**config.mk**
```make
export PLATFORM = sky130hd
export DESIGN_NAME = ffha_ctrl
export DESIGN_NICKNAME = d
export VERILOG_FILES = /design/src/ffha_pkg.sv /design/src/ffha_ctrl.sv
export SDC_FILE = /design/constraint.sdc
export NUM_CORES = 1
export LEC_CHECK = 0
export BUFFER_PORTS_ARGS = -buffer_cell sky130_fd_sc_hd__clkbuf_2
export CORE_ASPECT_RATIO = 0.75
export CORE_MARGIN = 3
export CORE_UTILIZATION = 40
export DETAILED_ROUTE_END_ITERATION = 7
export RECOVER_POWER = 50
export SETUP_SLACK_MARGIN = 0.05
export SYNTH_ARGS = -nofsm -noshare
export SYNTH_HDL_FRONTEND = slang
export SYNTH_SLANG_ARGS = --single-unit
```
**constraint.sdc**
```tcl
create_clock -name clk -period 4.7 [get_ports clk]
set_input_delay 0.705 -clock clk [delete_from_list [all_inputs] [get_ports clk]]
set_output_delay 0.705 -clock clk [all_outputs]
set_load 0.1 [all_outputs]
```
**src/ffha_pkg.sv**
```systemverilog
`timescale 1ns / 1ps
`default_nettype none
// ----------------------------------------------------------------------------
// First-fit heap allocator package
// Shared constants, transaction types, header helpers and controller states.
// ----------------------------------------------------------------------------
package ffha_pkg;

	// Heap geometry and block header layout.
	localparam int HEAP_WORDS_MAX = 1024;
	localparam int ADDR_WORDS     = 1024;
	localparam int MERGE_LIMIT    = 10;
	localparam int LEN_CAP        = (HEAP_WORDS_MAX < ADDR_WORDS) ? HEAP_WORDS_MAX : ADDR_WORDS;
	localparam int IDX_W          = $clog2(HEAP_WORDS_MAX);
	localparam int SIZE_W         = 11;
	localparam int HDR_W          = SIZE_W + 1;
	localparam int POS_W          = 12;
	localparam int CNT_W          = $clog2(MERGE_LIMIT + 1);
	localparam int BYTE_W         = 12;

	// One request transaction.
	typedef struct packed {
		logic              op;
		logic [BYTE_W-1:0] req_bytes;
		logic [BYTE_W-1:0] free_addr;
	} req_t;

	// One response transaction.
	typedef struct packed {
		logic [BYTE_W-1:0] addr;
		logic              ok;
	} rsp_t;

	// Operation codes carried in req_t.op.
	localparam logic OP_ALLOC = 1'b0;
	localparam logic OP_FREE  = 1'b1;

	// Access request from the controller to the header memory.
	typedef struct packed {
		logic             we;
		logic [IDX_W-1:0] waddr;
		logic [HDR_W-1:0] wdata;
		logic             re;
		logic [IDX_W-1:0] raddr;
	} mem_req_t;

	// Controller states.
	typedef enum logic [3:0] {
		ST_IDLE,
		ST_C_CHECK,
		ST_C_READ,
		ST_M_CHECK,
		ST_M_READ,
		ST_F_CHECK,
		ST_F_READ,
		ST_F_MARK,
		ST_R_CHECK,
		ST_R_READ,
		ST_RESP
	} state_t;

	// Build a header word from a size and an allocated mark.
	function automatic logic [HDR_W-1:0] mk_hdr(input logic [SIZE_W-1:0] size,
		input logic alloc);
		mk_hdr = {alloc, size};
	endfunction

	// Block size of a header; a zero size is treated as one word.
	function automatic logic [SIZE_W-1:0] blk_size(input logic [HDR_W-1:0] hdr);
		blk_size = (hdr[SIZE_W-1:0] == '0) ? SIZE_W'(1) : hdr[SIZE_W-1:0];
	endfunction

endpackage
`default_nettype wire

```
**src/ffha_ctrl.sv**
```systemverilog
`timescale 1ns / 1ps
`default_nettype none
// ----------------------------------------------------------------------------
// Allocator controller
// Sequences the coalescing pass, the first-fit walk and the free lookup over
// the header memory, and holds the heap size and the response register.
// ----------------------------------------------------------------------------
module ffha_ctrl (
	input  wire logic                          clk,
	input  wire logic                          arst_n,
	input  wire logic                          req_valid,
	output logic                               req_ready,
	input  wire ffha_pkg::req_t                req_data,
	output logic                               rsp_valid,
	input  wire logic                          rsp_ready,
	output ffha_pkg::rsp_t                     rsp_data,
	input  wire logic                          cfg_we,
	input  wire logic [ffha_pkg::SIZE_W-1:0]   cfg_data,
	output ffha_pkg::mem_req_t                 mreq,
	input  wire logic [ffha_pkg::HDR_W-1:0]    rdata
);

	localparam int POS_W  = ffha_pkg::POS_W;
	localparam int SIZE_W = ffha_pkg::SIZE_W;
	localparam int IDX_W  = ffha_pkg::IDX_W;
	localparam int CNT_W  = ffha_pkg::CNT_W;
	localparam int BYTE_W = ffha_pkg::BYTE_W;

	ffha_pkg::state_t     state_q, state_d;
	logic [POS_W-1:0]     p_q, p_d;
	logic [POS_W-1:0]     n_q, n_d;
	logic [SIZE_W-1:0]    size_q, size_d;
	logic [SIZE_W-1:0]    need_q, need_d;
	logic [IDX_W-1:0]     h_q, h_d;
	logic [CNT_W-1:0]     cnt_q, cnt_d;
	logic [SIZE_W-1:0]    heap_len_q;
	logic [BYTE_W-1:0]    res_addr_q, res_addr_d;
	logic                 res_ok_q, res_ok_d;
	logic                 rsp_valid_q;
	ffha_pkg::rsp_t       rsp_q;
	logic                 rsp_load;
	ffha_pkg::mem_req_t   walk_req;

	logic [SIZE_W-1:0]    cfg_len;
	logic [POS_W-1:0]     heap_end;
	logic                 hdr_alloc;
	logic [SIZE_W-1:0]    hdr_size;
	logic [IDX_W-1:0]     p_inc;

	// Clamp the configured heap size to the addressable range.
	assign cfg_len = (32'(cfg_data) > ffha_pkg::LEN_CAP) ? SIZE_W'(ffha_pkg::LEN_CAP) : cfg_data;

	assign heap_end  = POS_W'(heap_len_q);
	assign hdr_alloc = rdata[SIZE_W];
	assign hdr_size  = ffha_pkg::blk_size(rdata);
	assign p_inc     = p_q[IDX_W-1:0] + IDX_W'(1);

	assign req_ready = (state_q == ffha_pkg::ST_IDLE);
	assign rsp_valid = rsp_valid_q;
	assign rsp_data  = rsp_q;

	// Configuration writes take the memory port; the user holds them to idle.
	always_comb begin
		mreq = walk_req;
		if (cfg_we) begin
			mreq.we    = (cfg_len != '0);
			mreq.waddr = '0;
			mreq.wdata = ffha_pkg::mk_hdr(cfg_len, 1'b0);
		end
	end

	// State register and walk registers.
	always_ff @(posedge clk or negedge arst_n) begin
		if (!arst_n) begin
			state_q <= ffha_pkg::ST_IDLE;
		end else begin
			state_q <= state_d;
		end
	end

	always_ff @(posedge clk) begin
		p_q        <= p_d;
		n_q        <= n_d;
		size_q     <= size_d;
		need_q     <= need_d;
		h_q        <= h_d;
		cnt_q      <= cnt_d;
		res_addr_q <= res_addr_d;
		res_ok_q   <= res_ok_d;
	end

	// Heap size register.
	always_ff @(posedge clk or negedge arst_n) begin
		if (!arst_n) begin
			heap_len_q <= '0;
		end else if (cfg_we) begin
			heap_len_q <= cfg_len;
		end
	end

	// Response register: it frees up as soon as the transaction is taken.
	always_ff @(posedge clk or negedge arst_n) begin
		if (!arst_n) begin
			rsp_valid_q <= 1'b0;
		end else if (rsp_load) begin
			rsp_valid_q <= 1'b1;
		end else if (rsp_ready) begin
			rsp_valid_q <= 1'b0;
		end
	end

	always_ff @(posedge clk) begin
		if (rsp_load) begin
			rsp_q.addr <= res_addr_q;
			rsp_q.ok   <= res_ok_q;
		end
	end

	// Next state, walk updates and memory accesses.
	always_comb begin
		state_d    = state_q;
		p_d        = p_q;
		n_d        = n_q;
		size_d     = size_q;
		need_d     = need_q;
		h_d        = h_q;
		cnt_d      = cnt_q;
		res_addr_d = res_addr_q;
		res_ok_d   = res_ok_q;
		rsp_load   = 1'b0;
		walk_req   = '0;

		case (state_q)
			ffha_pkg::ST_IDLE: begin
				res_addr_d = '0;
				res_ok_d   = 1'b0;
				p_d        = '0;
				if (req_valid) begin
					if (req_data.op == ffha_pkg::OP_ALLOC) begin
						need_d  = SIZE_W'((13'(req_data.req_bytes) + 13'd3) >> 2) + SIZE_W'(1);
						cnt_d   = CNT_W'(ffha_pkg::MERGE_LIMIT);
						state_d = ffha_pkg::ST_C_CHECK;
					end else if (req_data.free_addr == '0 || req_data.free_addr[1:0] != 2'b00) begin
						state_d = ffha_pkg::ST_RESP;
					end else begin
						h_d     = req_data.free_addr[BYTE_W-1:2] - IDX_W'(1);
						state_d = ffha_pkg::ST_R_CHECK;
					end
				end
			end

			// Coalescing pass: visit the next block if budget and heap remain.
			ffha_pkg::ST_C_CHECK: begin
				if (p_q < heap_end && cnt_q != '0) begin
					walk_req.re    = 1'b1;
					walk_req.raddr = p_q[IDX_W-1:0];
					state_d        = ffha_pkg::ST_C_READ;
				end else begin
					p_d     = '0;
					state_d = ffha_pkg::ST_F_CHECK;
				end
			end

			ffha_pkg::ST_C_READ: begin
				if (hdr_alloc) begin
					p_d     = p_q + POS_W'(hdr_size);
					cnt_d   = cnt_q - CNT_W'(1);
					state_d = ffha_pkg::ST_C_CHECK;
				end else begin
					size_d  = hdr_size;
					n_d     = p_q + POS_W'(hdr_size);
					state_d = ffha_pkg::ST_M_CHECK;
				end
			end

			// Merge loop: look at the block after the growing free block.
			ffha_pkg::ST_M_CHECK: begin
				if (n_q < heap_end) begin
					walk_req.re    = 1'b1;
					walk_req.raddr = n_q[IDX_W-1:0];
					state_d        = ffha_pkg::ST_M_READ;
				end else begin
					walk_req.we    = 1'b1;
					walk_req.waddr = p_q[IDX_W-1:0];
					walk_req.wdata = ffha_pkg::mk_hdr(size_q, 1'b0);
					p_d            = p_q + POS_W'(ffha_pkg::blk_size(walk_req.wdata));
					cnt_d          = cnt_q - CNT_W'(1);
					state_d        = ffha_pkg::ST_C_CHECK;
				end
			end

			ffha_pkg::ST_M_READ: begin
				if (!hdr_alloc) begin
					size_d  = size_q + hdr_size;
					n_d     = n_q + POS_W'(hdr_size);
					state_d = ffha_pkg::ST_M_CHECK;
				end else begin
					walk_req.we    = 1'b1;
					walk_req.waddr = p_q[IDX_W-1:0];
					walk_req.wdata = ffha_pkg::mk_hdr(size_q, 1'b0);
					p_d            = p_q + POS_W'(ffha_pkg::blk_size(walk_req.wdata));
					cnt_d          = cnt_q - CNT_W'(1);
					state_d        = ffha_pkg::ST_C_CHECK;
				end
			end

			// First-fit walk.
			ffha_pkg::ST_F_CHECK: begin
				if (p_q < heap_end) begin
					walk_req.re    = 1'b1;
					walk_req.raddr = p_q[IDX_W-1:0];
					state_d        = ffha_pkg::ST_F_READ;
				end else begin
					state_d = ffha_pkg::ST_RESP;
				end
			end

			ffha_pkg::ST_F_READ: begin
				if (!hdr_alloc && hdr_size >= need_q) begin
					res_addr_d = {p_inc, 2'b00};
					res_ok_d   = 1'b1;
					walk_req.we = 1'b1;
					if (hdr_size > need_q) begin
						// Split: the remainder becomes a new free block.
						walk_req.waddr = IDX_W'(p_q + POS_W'(need_q));
						walk_req.wdata = ffha_pkg::mk_hdr(hdr_size - need_q, 1'b0);
						state_d        = ffha_pkg::ST_F_MARK;
					end else begin
						walk_req.waddr = p_q[IDX_W-1:0];
						walk_req.wdata = ffha_pkg::mk_hdr(hdr_size, 1'b1);
						state_d        = ffha_pkg::ST_RESP;
					end
				end else begin
					p_d     = p_q + POS_W'(hdr_size);
					state_d = ffha_pkg::ST_F_CHECK;
				end
			end

			ffha_pkg::ST_F_MARK: begin
				walk_req.we    = 1'b1;
				walk_req.waddr = p_q[IDX_W-1:0];
				walk_req.wdata = ffha_pkg::mk_hdr(need_q, 1'b1);
				state_d        = ffha_pkg::ST_RESP;
			end

			// Free lookup: walk block starts up to the target header.
			ffha_pkg::ST_R_CHECK: begin
				if (p_q < heap_end && p_q <= POS_W'(h_q)) begin
					walk_req.re    = 1'b1;
					walk_req.raddr = p_q[IDX_W-1:0];
					state_d        = ffha_pkg::ST_R_READ;
				end else begin
					state_d = ffha_pkg::ST_RESP;
				end
			end

			ffha_pkg::ST_R_READ: begin
				if (p_q == POS_W'(h_q)) begin
					walk_req.we    = 1'b1;
					walk_req.waddr = p_q[IDX_W-1:0];
					walk_req.wdata = ffha_pkg::mk_hdr(hdr_size, 1'b0);
					res_ok_d       = 1'b1;
					state_d        = ffha_pkg::ST_RESP;
				end else begin
					p_d     = p_q + POS_W'(hdr_size);
					state_d = ffha_pkg::ST_R_CHECK;
				end
			end

			// Hand the result to the response register once it is free.
			ffha_pkg::ST_RESP: begin
				if (!rsp_valid_q || rsp_ready) begin
					rsp_load = 1'b1;
					state_d  = ffha_pkg::ST_IDLE;
				end
			end

			default: begin
				state_d = ffha_pkg::ST_IDLE;
			end
		endcase
	end

endmodule
`default_nettype wire
```
; ---- After elaboration in Yosys (flattened, before gate mapping)
; Cells that the tools add are included.
[op_classes]
addsub = 11
order_cmp = 6
n_eq_ne = 25
muxes = 55
bitwise_logic = 2
reduce_logical = 29
[ops]
columns = op, count
row1 = $mux W23, 5
row2 = $pmux W23 S5, 1
row3 = $mux W12, 9
row4 = $mux W11, 9
row5 = $pmux W12 S7, 1
row6 = $pmux W12 S2, 2
row7 = $pmux W11 S4, 1
row8 = $mux W4, 10
row9 = $pmux W4 S10, 1
row10 = $add A12 B11 Y12, 3
row11 = $ne A2 B2 Y1 const B, 13
row12 = $lt A12 B11 Y1, 2
row13 = $logic_not A11 Y1, 2
row14 = $mux W22, 1
row15 = $pmux W11 S2, 1
row16 = $eq A4 B3 Y1 const B, 4
row17 = $add A12 B2 Y13 const B, 1
row18 = $eq A12 B10 Y1, 1
row19 = $eq A4 B4 Y1 const B, 3
row20 = $le A12 B10 Y1, 1
row21 = $logic_not A12 Y1, 1
row22 = $pmux W4 S3, 1
row23 = $add A11 B1 Y11 const B, 1
row24 = $add A11 B11 Y11, 1
row25 = 31 further kinds, 53
[word_totals]
register_bits = 102
output_inout_bits = 49
word_cells = 141

; ---- Longest topological paths before layout
; Gate-level depths: netlist of run 1.
[logic_depth]
word_depth = 7
depth_mapped = 13
mapped_depth_nobuf = 12

; ---- Worst setup path before layout of run 1
; Ideal clock, no wire load.
[synth_path]
path_type = input to output
from = input port rdata[1] in the netlist's numbering
to = output port mreq[20] in the netlist's numbering
arrival_ns = 4.752
required_ns = 3.995
slack_ns = -0.757
path_stages = 12
n_path_buf = 2
cell_sequence = nor4_1 a41o_1 inv_1 ha_1 nor2b_1 o31ai_1 a21oi_1 a31o_1 buf_2 buf_2 a31oi_1 o21ai_0
[synth_lines]
columns = item, line
row1 = from (decl), ffha_ctrl.sv:20  ; input wire logic [ffha_pkg::HDR_W-1:0] rdata
row2 = to (decl), ffha_ctrl.sv:19  ; output ffha_pkg::mem_req_t mreq,

==> results of run 1 <==
per-layer routing:
metal  global-route usage  vias up  wire length (um)
li1                     -     3824                 -
met1                0.370     3681             13600
met2                0.322      348             11000
met3               0.0478       34              2700
met4               0.0759        0               726
met5                    0        -                 0
cells by family after synthesis:
family / Yosys count / share of synthesized area
AOI/OAI and AO/OA: 274 / 0.219
xor gates and xnor gates: 67 / 0.0668
adders and majority gates: 105 / 0.155
buffers and inverters: 104 / 0.0481
DFF: 98 / 0.326
muxes: 15 / 0.0178
other: 1 / 0.000427
and+or+nand+nor: 307 / 0.167
per-stage QoR:
| stage | utilization | setup WS (ns) | setup TNS [ns] | total power, mW | area, sq um |
|---|---|---|---|---|---|
| finish | 0.485 | 0.255 | 0 | 5.58 | 10300 |
| global route | 0.485 | 0.160 | 0 | 5.95 | 10300 |
| CTS | 0.487 | 0.216 | 0 | 5.56 | 10400 |
| detailed placement | 0.472 | 0.224 | 0 | 4.77 | 10100 |
| global placement | 0.472 | 0.333 | 0 | 4.75 | 10100 |
| floorplan | - | -0.00453 | -0.00453 | 3.84 | 8820 |
registers in the layout, indices dropped and copies added (netlist names):
name	count
cnt_q	4
p_q	12
rsp_data	11
rsp_valid	1
h_q	10
need_q	11
heap_len_q	11
n_q	12
state_q	4
size_q	11
res_addr_q	10
res_ok_q	1
synthesized netlist by cell type (all sizes together), types with 6 or more instances:
cell type,n
mux2i,10
nand3,20
nor3,24
a31oi,6
a211oi,13
and2,6
dfrtp,16
nand4,6
a21oi,41
ha,99
o211ai,7
a222oi,10
nand2,92
xnor2,35
and3,7
nor4,13
nand2b,12
fa,6
nor2b,13
clkbuf,31
xor2,32
or3,12
o21a,14
o31ai,8
o22ai,7
a21o,13
o21ai,74
inv,62
o41ai,6
a22o,21
buf,11
nor2,82
edfxtp,82
cell type report:
| class | instances | share of cell area |
|---|---|---|
| clock buffers | 9 | 0.0218 |
| flip-flops and latches | 98 | 0.277 |
| multi-input cells | 770 | 0.536 |
| inverters | 62 | 0.0225 |
| diodes | 1 | 0.000242 |
| repair buffers | 135 | 0.100 |
| clock inverters | 7 | 0.00786 |
| well taps | 288 | 0.0348 |
worst max-delay path, stage by stage:
cell,delay [ns]
clkbuf_2,0.17
nor4_1,0.34
a41o_1,0.23
inv_1,0.07
ha_1,0.21
nor2b_1,0.17
o31ai_1,0.08
buf_4,0.15
a21oi_1,0.27
a31o_1,0.37
nor2_1,0.12
o21a_1,0.31
a22o_2,0.35
buf_12,0.17
where the power goes:
group	switching [mW]	total (mW)	internal [mW]
Sequential	0.239	1.53	1.29
Clock	0.398	0.778	0.381
Combinational	2.12	3.27	1.14
Total	2.76	5.58	2.82
worst paths after layout:
path / start / to / slack, ns / depth (start not counted)
setup / recovery: rdata[2] / mreq[23] / 0.26 / 14
hold / removal: res_addr_q[10] / rsp_data[11] / 0.42 / 0
setup reg to reg: size_q[10] / p_q[10] / 1.41 / 11
hold reg to reg: res_addr_q[10] / rsp_data[11] / 0.42 / 0
max in group asynchronous: arst_n / heap_len_q[7] / 3.44 / 1
min in group asynchronous: arst_n / heap_len_q[1] / 0.55 / 1
==> flow_metrics.env, run 1 <==
export IMPL_dr_first_iter_drc_count=758
export IMPL_synth_top_area_cell="edfxtp_1"
export IMPL_area_growth_synth_to_final_pct=17.8
export IMPL_drv_cap=2
export IMPL_avgSynthCellArea_sq_um=9.05
export IMPL_regArea_sq_um=2860
export IMPL_grt_max_degree=36
export IMPL_drv_slew=62
export IMPL_max_slew_margin=-0.226
export IMPL_num_vias=7887
export IMPL_worst_path_max_fanout=9
export IMPL_end_kind="output pin"
export IMPL_first_pass_iters=7
export IMPL_fmax_mhz=225
export IMPL_start_kind="input port"
export IMPL_timing_final_crit_period_ns=4.44
export IMPL_hold_buffers=0
export IMPL_post_dp_hpwl_um=22400
export IMPL_cts_tree="done"
export IMPL_final_common_cell="ha_1"
export IMPL_wirelength_um=28000
export IMPL_viasPerCell=5.76
export IMPL_dp_cells=1353
export IMPL_avgRoutedWirePerCell_um=20.5
export IMPL_synth_cell_types=78
export IMPL_clock_latency_ns=0.37
export IMPL_fillerInstances=2037
export IMPL_synthTopCellsByArea="edfxtp_1, ha_1, dfrtp_1"
export IMPL_synth_seq_cells=98
export IMPL_finalHoldViolCount=0
export IMPL_clock_sinks=98
export IMPL_stdcell_count=1370
export IMPL_required_ns=3.99
export IMPL_clockRootBuffer="clkbuf_16"
export IMPL_rsz0062_at_grt="false"
export IMPL_synth_top_cell_area_share=0.280
export IMPL_ir_worst_vdd_v=0.000231
export IMPL_overflow=0
export IMPL_grt_first_pass_wirelength_um=42800
export IMPL_status="complete, but fails checks"
export IMPL_synth_edf_count=82
export IMPL_violations="max-capacitance violations, max-slew violations"
export IMPL_p_leak_nw=4.35
export IMPL_yosysWarnings=0
export IMPL_first_global_vias=7315
export IMPL_gp_congestion=0.950
export IMPL_drc=0
export IMPL_io_buffers=99
export IMPL_antenna_left=0
export IMPL_fin_worst_skew_ns=0.0121
export IMPL_antenna_found_initial=3
export IMPL_fp_row_count=46
export IMPL_synth_ff_type="edfxtp_1"
export IMPL_cts_buffer_depth=2
export IMPL_initial_utilization=0.411
export IMPL_finalCritPeriodShare=0.946
export IMPL_grt_total_usage=0.237
export IMPL_tightest_slew_ns=1.84
export IMPL_setup_viol=0
export IMPL_cts_buffers=9
export IMPL_post_cts_buffers=0
export IMPL_ctsResizeCount=0
export IMPL_path_clk_slew_ns=0.08
export IMPL_fp_dieW_um=177
export IMPL_multi_input_area_sq_um=5550
export IMPL_die_area_sq_um=23800
export IMPL_setup_worst_path_class="in2out"
export IMPL_final_nets=1234
export IMPL_hold_worst_slack_ns=0.422
export IMPL_power_density_nw_per_um2=539
export IMPL_final_cell_mix="ha_1, nand2_1, nor2_1, edfxtp_1, o21ai_0"
export IMPL_hold_class="reg2reg"
export IMPL_async_flop_share=0.163
export IMPL_die_y_um=134
export IMPL_drive_gt1_frac=0.153
export IMPL_synth_cell_area_sq_um=8780
export IMPL_htreeDepth=3
export IMPL_io_pins=102
export IMPL_seq_area_frac_synth=0.326
export IMPL_synth_cells=971
export IMPL_core_sq_um=21400
export IMPL_arrival_ns=3.74
No activity file was read; power rests on OpenSTA's default activity.
==> inputs of run 2 (changes only) <==
==> constraint.sdc (replaced) <==
create_clock -name clk -period 3.75 [get_ports clk]
set_input_delay 0.5625 -clock clk [delete_from_list [all_inputs] [get_ports clk]]
set_output_delay 0.5625 -clock clk [all_outputs]
set_load 0.1 [all_outputs]
==> run 2 against run 1 <==
The run still ends with max-capacitance violations, max-slew violations left. Sequential cell count stayed put. Clock power up 24%. Routed wire length is 1.4% higher. Sequential share of layout area is 1.8 points lower. Clock skew rose by 0.0096 ns. Hold slack got worse by 0.10 ns. Critical path depth shrank 3. Design area increased by 7.0%. Final cell count rose by 2.8%. Die area stayed put. First-iteration DRC count grew 4.5%. Register-to-register slack worse by 0.77 ns. Highest routed layer unchanged.
==> flow_metrics.env, run 2 (synthesized netlist as in run 1, its figures left out) <==
export IMPL_dpl_instance_area_sq_um=10600
export IMPL_cts_buffer_depth=2
export IMPL_largestRegisters="n_q x12, p_q x12"
export IMPL_ir_worst_vdd_v=0.000281
export IMPL_worstSetupStartpoint="p_q[0]"
export IMPL_hold_buffers=0
export IMPL_power_switching_mw=3.51
export IMPL_path_clk_slew_ns=0.09
export IMPL_busiest_layer="met1"
export IMPL_finalSetupTns_ns=0
export IMPL_drc=0
export IMPL_area_growth_synth_to_final_pct=26.1
export IMPL_antenna_left=0
export IMPL_final_cell_mix="ha_1, nand2_1, edfxtp_1"
export IMPL_grt_use_met3=0.0458
export IMPL_start_kind="flop"
export IMPL_drive_gt1_frac=0.216
export IMPL_fp_dieW_um=177
export IMPL_fmax_mhz=273
export IMPL_timing_critical_path_to="mreq[31]"
export IMPL_clock_latency_ns=0.37
export IMPL_switching_share=0.482
export IMPL_grt_first_pass_wirelength_um=43400
export IMPL_path_cells="buf_4, ha_1, fa_1, a21o_1, a21oi_2, o21ai_1, nor4_2, nor3_1, xor2_1, a22o_2, buf_12"
export IMPL_first_pass_iters=6
export IMPL_clockPowerShare=0.132
export IMPL_arrival_ns=3.10
export IMPL_core_sq_um=21400
export IMPL_p_seq_frac=0.252
export IMPL_drv_cap=1
export IMPL_gr_usage_met2=0.338
export IMPL_cp_slowest_stage_delay_ns=0.41
export IMPL_io_pins=102
export IMPL_rrSetupSlack_ns=0.64
export IMPL_hold_worst_slack_ns=0.321
export IMPL_status="complete, but fails checks"
export IMPL_fin_worst_skew_ns=0.0217
export IMPL_power_density_nw_per_um2=658
export IMPL_reg2reg_to="p_q[11]"
export IMPL_clockRootBuffer="clkbuf_16"
export IMPL_comb_power_share=0.616
export IMPL_final_common_cell="ha_1"
export IMPL_stdcell_area_sq_um=11100
export IMPL_die_area_sq_um=23800
export IMPL_fp_row_count=46
export IMPL_grt_total_usage=0.238
export IMPL_regToRegStartpoint="size_q[10]"
export IMPL_setup_viol=0
export IMPL_viasPerCell=5.74
export IMPL_grt_use_met1=0.355
export IMPL_rsz0062_at_grt="true"
export IMPL_drv_slew=26
export IMPL_dp_cells=1378
export IMPL_stdcell_count=1409
export IMPL_max_slew_margin=-0.0718
export IMPL_reg2reg_depth=10
export IMPL_violations="max-capacitance violations, max-slew violations"
export IMPL_htreeDepth=3
export IMPL_wirelength_um=28400
export IMPL_finalHoldViolCount=0
export IMPL_worst_path_max_fanout=6
export IMPL_hold_class="in2async"
export IMPL_post_dp_hpwl_um=23000
export IMPL_initial_utilization=0.411
export IMPL_tightest_slew_ns=1.61
export IMPL_end_kind="output pin"
export IMPL_required_ns=3.19
export IMPL_avgRoutedWirePerCell_um=20.2
export IMPL_first_global_vias=7652
export IMPL_final_nets=1273
export IMPL_setup_worst_path_class="reg2out"
export IMPL_timing_final_crit_period_ns=3.66
export IMPL_gp_congestion=0.979
export IMPL_io_buffers=99
export IMPL_overflow=0
export IMPL_grt_max_degree=35
export IMPL_num_vias=8081
export IMPL_cts_buffers=9
export IMPL_dr_first_iter_drc_count=792
export IMPL_antenna_found_initial=1
export IMPL_slowest_stage="edfxtp_1"
export IMPL_p_leak_nw=4.62
export IMPL_p_int_mw=3.78
export IMPL_clock_sinks=98
export IMPL_finalCritPeriodShare=0.976
export IMPL_die_y_um=134
export IMPL_cts_tree="done"
-- run 2: cell count changes in the layout (fill, tap and decap cells not counted), moves of 5 or more --
cell	previous run	this run
a22o_1	11	5
buf_4	31	65
o21ai_0	71	63
buf_12	21	35
clkbuf_2	58	45
a21oi_1	41	36
o21ai_1	2	8
a22o_2	10	16
-- run 2: stage by stage --
stage	power [mW]	util	setup slack, ns
2_1_floorplan	4.83	-	-0.159
3_3_place_gp	6.12	0.496	0.0655
3_5_place_dp	6.16	0.496	-0.0307
4_1_cts	7.18	0.514	0.0509
5_1_grt	7.79	0.519	-0.00947
6_report	7.29	0.519	0.0916
-- run 2: layer usage --
metal	routed length [um]	vias up
li1	-	3914
met1	13500	3792
met2	11500	329
met3	2440	46
met4	1030	0
met5	0	-
-- run 2: final cells by class --
| cell class | instances | area [sq um] |
|---|---|---|
| diodes | 1 | 2.50 |
| clock buffers | 9 | 225 |
| clock inverters | 7 | 81.3 |
| fillers | 1978 | 10300 |
| inverters | 62 | 233 |
| multi-input cells | 770 | 5770 |
| flip-flops and latches | 98 | 2860 |
| well taps | 288 | 360 |
| repair buffers | 174 | 1550 |
-- run 2: worst max-delay path, delay by kind of cell, from the launching register on --
family | cells | cell delay (ns)
compound gates | 4 | 0.77
xor+xnor | 1 | 0.15
fa+ha+maj | 2 | 0.67
buf+inv | 2 | 0.37
flops | 1 | 0.41
simple gates | 2 | 0.36
-- run 2: worst min path at each step --
stage / from / endpoint / cells after the start
2_1_floorplan: arst_n / heap_len_q[0] / 0
3_3_place_gp: res_addr_q[11] / rsp_data[12] / 0
3_5_place_dp: res_addr_q[5] / rsp_data[6] / 0
4_1_cts: arst_n / rsp_valid / 1
5_1_grt: arst_n / heap_len_q[0] / 1
6_report: arst_n / heap_len_q[0] / 1
-- run 2: power groups by stage --
stage          clock, mW  sequential (mW)  combinational [mW]
2_1_floorplan          0             1.95                2.89
3_3_place_gp           0             1.89                4.23
3_5_place_dp           0             1.89                4.27
4_1_cts            0.978             1.85                4.36
5_1_grt             1.02             1.86                4.91
6_report           0.963             1.83                4.49
-- run 2: what timing repair did --
action | 4_1_cts | 5_1_grt
setup buffers | 6 | 8
endpoints found under the setup margin | 27 | 33
hold endpoints to repair | 0 | 0
gates resized for setup | 9 | 28
pin swaps | 3 | 16
gates cloned | 0 | 0
==> inputs of run 3 (changes only) <==
--- a/config.mk
+++ b/config.mk
@@ -5,7 +5,7 @@
 export SDC_FILE = /design/constraint.sdc
 export NUM_CORES = 1
 export LEC_CHECK = 0
-export BUFFER_PORTS_ARGS = -buffer_cell sky130_fd_sc_hd__clkbuf_2
+export BUFFER_PORTS_ARGS = -buffer_cell sky130_fd_sc_hd__buf_2
 export CORE_ASPECT_RATIO = 0.75
 export CORE_MARGIN = 3
 export CORE_UTILIZATION = 40
==> constraint.sdc (replaced) <==
create_clock -name clk -period 3.75 [get_ports clk]
set_input_delay 0.5625 -clock clk [delete_from_list [all_inputs] [get_ports clk]]
set_output_delay 0.5625 -clock clk [all_outputs]
set_load 0.005 [all_outputs]
==> run 3 against run 2 <==
The flow still finishes with violations (max-capacitance violations, max-slew violations). Critical endpoint is now mreq[23]. Combinational power shrank 18%. Register-to-register slack lost 0.04 ns. Core utilization shrank 3.4 points. Sequential share of layout area grew 1.8 points. Die area is the same. Highest routed layer is now met5. Setup slack gained 0.053 ns. Final cell count shrank 0.35%. Global-route usage shrank 0.64 points. Sequential power grew 3%. Clock-buffer cell count is the same.
==> flow_metrics.env, run 3 (synthesized netlist as in run 1, its figures left out) <==
export IMPL_path_cells="ha_1, a21o_1, a211oi_2, a2bb2oi_1, o21ai_1, or3_4, o21a_4, a22o_2, buf_2"
export IMPL_power_density_nw_per_um2=631
export IMPL_die_y_um=134
export IMPL_cts_buffers=9
export IMPL_place_ws_ns=-0.00636
export IMPL_max_slew_margin=-0.151
export IMPL_final_common_cell="ha_1"
export IMPL_cts_tree="done"
export IMPL_fin_worst_skew_ns=0.0150
export IMPL_worst_slack_ns=0.145
export IMPL_num_vias=8036
export IMPL_avgRoutedWirePerCell_um=19.5
export IMPL_drc=0
export IMPL_io_pins=102
export IMPL_fp_row_count=46
export IMPL_cp_slowest_stage_delay_ns=0.44
export IMPL_initial_utilization=0.411
export IMPL_largestRegisters="n_q x12, p_q x12"
export IMPL_path_clk_slew_ns=0.09
export IMPL_finalCritPeriodShare=0.961
export IMPL_final_cell_mix="ha_1, nand2_1, buf_2"
export IMPL_grt_total_usage=0.231
export IMPL_gp_congestion=1.00
export IMPL_dr_first_iter_drc_count=738
export IMPL_antenna_left=0
export IMPL_first_global_vias=7530
export IMPL_hold_buffers=0
export IMPL_final_nets=1268
export IMPL_stdcell_area_sq_um=10400
export IMPL_wirelength_um=27400
export IMPL_antenna_found_initial=2
export IMPL_fp_dieW_um=177
export IMPL_drv_slew=62
export IMPL_slowest_stage="edfxtp_1"
export IMPL_htreeDepth=3
export IMPL_core_sq_um=21400
export IMPL_p_leak_nw=4.48
export IMPL_timing_final_crit_period_ns=3.61
export IMPL_worst_path_max_fanout=9
export IMPL_drive_gt1_frac=0.196
export IMPL_first_pass_iters=8
export IMPL_rsz0062_at_grt="false"
export IMPL_fillerInstances=2022
export IMPL_ir_worst_vdd_v=0.000224
export IMPL_setup_viol=0
export IMPL_arrival_ns=3.04
export IMPL_start_kind="flop"
export IMPL_required_ns=3.19
export IMPL_status="complete, but fails checks"
export IMPL_viasPerCell=5.72
export IMPL_rrSetupSlack_ns=0.60
export IMPL_die_area_sq_um=23800
export IMPL_grt_max_degree=36
export IMPL_dpl_instance_area_sq_um=9920
export IMPL_clockRootBuffer="clkbuf_16"
export IMPL_tightest_slew_ns=1.73
export IMPL_fmax_mhz=277
export IMPL_drv_cap=2
export IMPL_multi_input_area_sq_um=5610
export IMPL_hold_class="in2async"
export IMPL_regArea_sq_um=2860
export IMPL_post_dp_hpwl_um=22300
export IMPL_area_growth_synth_to_final_pct=17.9
export IMPL_clock_sinks=98
export IMPL_cts_buffer_depth=2
export IMPL_violations="max-capacitance violations, max-slew violations"
export IMPL_finalHoldViolCount=0
export IMPL_clock_latency_ns=0.37
export IMPL_io_buffers=99
export IMPL_grt_first_pass_wirelength_um=42200
export IMPL_overflow=0
export IMPL_setup_worst_path_class="reg2out"
export IMPL_end_kind="output pin"
## run 3: final cells by class
class / instances / share of cell area
diodes: 1 / 0.000242
clock buffers: 9 / 0.0217
clock inverters: 7 / 0.00785
inverters: 62 / 0.0225
multi-input cells: 770 / 0.541
flip-flops and latches: 98 / 0.276
well taps: 288 / 0.0348
repair buffers: 169 / 0.0951
## run 3: path summary, 6_finish.rpt
| kind | cells after the start | to | start |
|---|---|---|---|
| max in group asynchronous | 1 | heap_len_q[1] | arst_n |
| setup / recovery | 9 | mreq[23] | n_q[9] |
| min in group clk | 0 | rsp_data[7] | res_addr_q[6] |
| hold reg to reg | 0 | rsp_data[7] | res_addr_q[6] |
| hold / removal | 1 | heap_len_q[5] | arst_n |
| setup reg to reg | 10 | p_q[11] | size_q[10] |
## run 3: per-layer routing
layer | vias to the layer above | track usage | wire (um)
met2 | 315 | 0.331 | 11100
met5 | - | 0 | 7
met4 | 2 | 0.0850 | 937
li1 | 3908 | - | -
met1 | 3765 | 0.347 | 13300
met3 | 46 | 0.0396 | 2130
## run 3: through the flow
step	setup TNS (ns)	utilization	std cells	power [mW]	hold slack [ns]
finish	0	0.485	1404	6.53	0.342
global route	0	0.485	1403	7.03	0.438
CTS	0	0.480	1393	6.43	0.134
detailed placement	-0.00636	0.464	1376	5.44	0.405
global placement	0	0.464	1376	5.42	0.404
floorplan	0	-	972	4.29	0.267
## run 3: repair_timing
action | in CTS | in global routing
pin swaps | 1 | 11
gates resized for setup | 3 | 21
setup buffers | 1 | 10
endpoints found under the setup margin | 16 | 33
cloned | 0 | 0
endpoints found under the hold margin | 0 | 0
## run 3: report_power, final
part / leakage [nW] / internal [mW] / switching (mW)
Combinational: 3.35 / 1.50 / 2.18
Clock: 0.150 / 0.478 / 0.490
Sequential: 0.982 / 1.62 / 0.260
## run 3: worst max-delay path, delay by kind of cell, from the launching register on
kind / cells / cell delay [ns]
AOI/OAI and AO/OA: 6 / 1.32
DFF: 1 / 0.44
and+or+nand+nor: 1 / 0.44
adders and majority gates: 1 / 0.35
buffers and inverters: 1 / 0.13
